===== src/rtl/fbpa_ram.sv =====
module fbpa_ram #(
  parameter int unsigned WIDTH = 8,
  parameter int unsigned DEPTH = 16,
  localparam int unsigned AddrW = (DEPTH > 1) ? $clog2(DEPTH) : 1
) (
  input  logic             clk_i,
  input  logic             we_i,
  input  logic [AddrW-1:0] waddr_i,
  input  logic [WIDTH-1:0] wdata_i,
  input  logic             re_i,
  input  logic [AddrW-1:0] raddr_i,
  output logic [WIDTH-1:0] rdata_o
);

  logic [WIDTH-1:0] mem_q [DEPTH];
  logic [WIDTH-1:0] rdata_q;

  always_ff @(posedge clk_i) begin
    if (we_i) begin
      mem_q[waddr_i] <= wdata_i;
    end
    if (re_i) begin
      rdata_q <= mem_q[raddr_i];
    end
  end

  assign rdata_o = rdata_q;

endmodule


===== config.mk =====
export PLATFORM = sky130hd
export DESIGN_NAME = fbpa_ram
export DESIGN_NICKNAME = d
export VERILOG_FILES = /design/src/rtl/fbpa_ram.sv
export SDC_FILE = /design/constraint.sdc
export NUM_CORES = 1
export LEC_CHECK = 0
export BUFFER_PORTS_ARGS = -buffer_cell sky130_fd_sc_hd__buf_2
export CAP_MARGIN = 30
export CORE_ASPECT_RATIO = 1.1
export CORE_MARGIN = 2
export CORE_UTILIZATION = 25
export CTS_BUF_LIST = sky130_fd_sc_hd__clkbuf_16
export DETAILED_ROUTE_END_ITERATION = 12
export GPL_TIMING_DRIVEN = 0
export SYNTH_ARGS = -nofsm -noshare
export SYNTH_HDL_FRONTEND = slang
export SYNTH_SLANG_ARGS = --single-unit

===== constraint.sdc =====
create_clock -name clk_i -period 2.1 [get_ports clk_i]
set_input_delay 0.42 -clock clk_i [delete_from_list [all_inputs] [get_ports clk_i]]
set_output_delay 0.42 -clock clk_i [all_outputs]
set_load 0.02 [all_outputs]

Yosys cells after proc, flatten, opt, wreduce, memory -nomap -nowiden
Memories as Yosys holds them, arrays and structs flattened. A register that Yosys moved wholly into a read port is not among the register bits.
Cells that the tools add are included.
{ "totals": {"word_cells": 3, "ram_bits": 128, "output_inout_bits": 8, "mem_count": 1, "regBits": 0, "inputBits": 19} }
{ "classes": {"n_mux": 2} }
{ "mem_list": {"columns": ["name", "depth", "width", "rd", "rd_clocked_by_memory_dff", "write_ports", "line_no", "rtl"], "rows": [
  ["mem_q", 16, 8, 1, 1, 1, "15", "logic [WIDTH-1:0] mem_q [DEPTH];"]
]} }
{ "op_table": {"columns": ["cell", "count"], "rows": [
  ["1-bit two-way mux", 2]
]} }

Logic depth before layout (Yosys ltp)
{ "logic_depth": {"depth_word": 2, "depth_mapped": 5, "mapped_depth_nobuf": 3} }

Worst setup path after synthesis
OpenSTA, ideal clock, no wires.
{ "synth_timing": {"kind": "input port to flip-flop", "start": "in waddr_i[2]", "end": "mem mem_q[0][0], enable pin", "required_time_ns": 1.717, "arrival_ns": 1.530, "path_buffers": 0, "setup_ns": 0.383, "stages": 2, "path_slack_ns": 0.187, "cell_sequence": "or3b_2 > nor3_1"} }
{ "synth_lines": {"columns": ["item", "line_no", "rtl"], "rows": [
  ["start, declared", "8", "input logic [AddrW-1:0] waddr_i,"],
  ["end, declared", "15", null]
]} }
No word-level cell before the write port.

Final worst setup path
{ "layout_timing": {"start": "in waddr_i[2]", "end": "mem mem_q[0][4], enable pin"} }
No word-level cell before the write port.

==> impl.org <==
** STA
- Setup repair after global routing left no endpoint under its margin.
- Final hold violation count :: 0
- Slew Limit Fails :: 0
- Setup total negative slack on the finished layout was measured at 0 ns.
- For the pin with the worst max-slew slack, the measured transition is 0.872 ns.
- The tightest hold path in the finished design has a slack of 0.348 ns.
- Setup violations remaining at the end of the flow were counted as 0.
- Achievable Freq :: 0.563 GHz
- For the finished layout, the period the worst path requires is 1.77 ns.
- Layout Skew :: 0.0101 ns
- Of the available clock period, the critical path in the final layout requires 0.845.
- In this run the tightest slew margin relative to its limit is 0.414.

** Clock network
- Count of buffers added by post-CTS timing repair for setup :: 0
- Worst-Skew Late Latency :: 0.42 ns
- The H-tree was split into 4 levels.
- Clock Path Buffers :: 2
- The clock drives 136 sinks.
- The tree is rooted in a sky130_fd_sc_hd__clkbuf_16.
- Cts-stage hold buffer count :: 0
- The number of clock buffers added by TritonCTS is 17.
- After clock tree synthesis, the clock-pin slew on the worst setup and hold paths is 0.06 ns.
- Resized cells post-CTS :: 0
- TritonCTS built the clock tree.

** Global route
- Global-route wire length before repair :: 15,700 um
- For this run, global-route usage on met1 was measured as 0.127.
- For this run, global-route usage on met3 was measured as 0.0381.
- Met2 GRT Util :: 0.163
- Vias in the first global route :: 2,543
- In this run the most used layer during global routing was met2.
- Gr usage total :: 0.102
- Entering global routing, the biggest net connects 17 pins.
- Overflow after GRT :: 0
- The number of antenna violations at the first check in global routing came to 0.

** Place
- Port buffer count :: 25
- After legalization and detailed placement, the total HPWL measured 6850 um.
- Global placer's final weighted congestion :: 0.817
- Standard cell area after detailed placement :: 0.00570 mm^2

** Worst setup path
- The critical path crosses 4 cells after its start point.
- For this run, the slowest stage of the critical path takes 0.55 ns.
- Critical path endpoint category :: flip-flop
- STA classifies the critical path startpoint as a primary input.
- The number of buffers and inverters on the critical path is 2.
- Cells along the critical path :: buf_2, or3b_2, nor3_1, buf_4
- Along the worst path, the maximum fanout reaches 5.
- Category of cells accounting for the largest share of critical-path delay :: simple AND/OR/NAND/NOR gates
- For the worst setup path, the data required time is 2.23 ns.
- The worst setup path is of the primary input to flip-flop kind.
- Depth of the worst register-to-register path :: 3
- Worst endpoint data arrival time :: 1.90 ns
- CP max stage cell :: sky130_fd_sc_hd__nor3_1

** Yosys
- EDFF count, synth :: 136
- Number of synthesized register bits :: 136
- Yosys warns :: 0
- Synthesis produced a netlist with a net count of 248.
- Most instantiated library cell after synthesis :: sky130_fd_sc_hd__edfxtp_1
- The cell count after synthesis came out at 229.
- After synthesis, the mean cell area works out to 22.8 um^2.
- For this run, the leading register cell type out of synthesis is sky130_fd_sc_hd__edfxtp_1.
- The cell area that synthesis handed to floorplanning was 0.00523 mm^2.
- Of all cell types, the one taking the most synthesized area is sky130_fd_sc_hd__edfxtp_1.
- Proportion of register bits with asynchronous set or reset after synthesis :: 0
- Share of the synthesized area in the top cell type :: 0.781
- In this run, distinct cell masters in the synthesized netlist total 18.
- Proportion of synthesized chip area in sequential cells :: 0.781
- After synthesis, the most frequently instantiated cells are 136 x sky130_fd_sc_hd__edfxtp_1, 18 x sky130_fd_sc_hd__mux4_2, 16 x sky130_fd_sc_hd__a22oi_1.
- By area the synthesized netlist is led by sky130_fd_sc_hd__edfxtp_1 78%, sky130_fd_sc_hd__mux4_2 7.8%, sky130_fd_sc_hd__mux4_1 7.0%, sky130_fd_sc_hd__a22oi_1 2.3%, sky130_fd_sc_hd__nor2_1 0.93%.

** Pwr
- The share of total power dissipated in the clock network is 0.489.
- Internal Pwr Total :: 5.29 mW
- Switching portion of total power :: 0.201
- Sw power :: 1.33 mW
- Of the total power, combinational logic draws 0.046.
- Overall power consumption after layout is estimated at 6.62 mW.
- The analysis attributes to cell leakage a power of 2.09 nW.
- Cell Pwr Density :: 1040 mW/mm^2
- Max VDD drop :: 0.609 mV
- The share of total power dissipated in sequential elements is 0.464.

** Cells and area
- Layout area overhead :: 21.5%
- Filler instances :: 1,914
- Post-route design area :: 0.00635 mm^2
- Post-route core utilization :: 0.309
- Share of cells above drive strength 1 :: 0.307
- Diode insertion count for antenna repair :: 0
- For this run, the post-layout net count is 296.

** Hold path
- Depth of the worst hold-timing path :: 1
- Hold WC Path Type :: primary input to flip-flop

** Floorplanning
- Vertical extent of the die :: 156 um
- The initial utilization of the core area, before any placement, comes to 0.254.
- The die is 142 um wide.
- After floorplanning, the core was divided into 55 placement rows.
- Placeable Area :: 0.0206 mm^2
- The die covers 0.0221 mm^2.
- Boundary pin count :: 27

** Detailed routing
- In the routed design, unresolved DRC markers number 0.
- Via/cell ratio :: 4.52
- Via count :: 2,470
- Wire length per cell :: 19.0 um
- After detailed routing, the total wire length is 10,400 um.
- The first detailed-routing pass ran for 5 iterations.
- Number of nets with antenna violations after routing :: 0
- Detailed Route Iter0 Violations :: 264

** Outcome
- Status :: finished clean

** Run
- Max cap viols :: 0
[power by group through the flow]
stage,sequential (mW),clock (mW),combinational (mW)
after floorplan,3.14,0,0.154
after CTS,3.07,3.28,0.312
after global placement,3.13,0,0.300
final,3.07,3.24,0.307
after global routing,3.08,3.41,0.334
after detailed placement,3.13,0,0.311
[cells by family after synthesis]
kind of cell,share of synthesized area
muxes,0.148
and+or+nand+nor,0.0314
DFF,0.781
AOI/OAI and AO/OA,0.0230
buffers and inverters,0.0165
[through the flow]
step / worst slack [ns] / instances
finish: 0.325 / 546
global route: 0.292 / 546
CTS: 0.291 / 546
detailed placement: -0.140 / 514
global placement: -0.389 / 510
floorplan: 0.187 / 229
[sequential cells by signal, indices dropped and copies added, names as in the netlist]
register	flops
mem_q	128
rdata_o	8
[routing by layer]
metal / wire [um] / share of wire / vias up
li1: - / - / 1079
met1: 4290 / 0.41 / 1283
met2: 5110 / 0.49 / 93
met3: 832 / 0.080 / 15
met4: 130 / 0.013 / 0
met5: 0 / 0 / -
[cell usage in the layout, fill, tap and decap left out, types with 3 or more instances in the layout]
| cell | count |
|---|---|
| sky130_fd_sc_hd__inv_6 | 3 |
| sky130_fd_sc_hd__buf_2 | 28 |
| sky130_fd_sc_hd__clkdlybuf4s25_2 | 3 |
| sky130_fd_sc_hd__buf_4 | 5 |
| sky130_fd_sc_hd__mux4_1 | 14 |
| sky130_fd_sc_hd__buf_6 | 3 |
| sky130_fd_sc_hd__bufinv_16 | 5 |
| sky130_fd_sc_hd__mux4_2 | 18 |
| sky130_fd_sc_hd__edfxtp_1 | 136 |
| sky130_fd_sc_hd__nand2_1 | 9 |
| sky130_fd_sc_hd__nor3_1 | 4 |
| sky130_fd_sc_hd__nor2_1 | 13 |
| sky130_fd_sc_hd__a22oi_1 | 16 |
| sky130_fd_sc_hd__clkbuf_16 | 17 |
[final cells by class]
class | instances | area [um^2] | area share
multi-input combinational | 83 | 1060 | 0.166
sequential | 136 | 4080 | 0.643
clock inverter | 15 | 223 | 0.0351
buffer | 10 | 86.3 | 0.0136
tap | 256 | 320 | 0.0504
clock buffer | 17 | 425 | 0.0670
timing repair buffer | 29 | 155 | 0.0244
[worst register-to-register path, cell delays in order (launching register included)]
cell and delay (ns):
sky130_fd_sc_hd__edfxtp_1 0.36, sky130_fd_sc_hd__mux4_1 0.54, sky130_fd_sc_hd__a22oi_1 0.36, sky130_fd_sc_hd__nand2_1 0.13
[worst paths after layout]
| path | from | end | slack (ns) |
|---|---|---|---|
| max reg2reg | mem_q[1][2]$_DFFE_PP_ | rdata_o[2]$_DFFE_PP_ | 0.44 |
| max | waddr_i[2] | mem_q[0][4]$_DFFE_PP_ | 0.33 |
| min | re_i | rdata_o[4]$_DFFE_PP_ | 0.35 |
| min reg2reg | mem_q[14][0]$_DFFE_PP_ | rdata_o[0]$_DFFE_PP_ | 0.78 |
(Power assumes the default switching activity.)
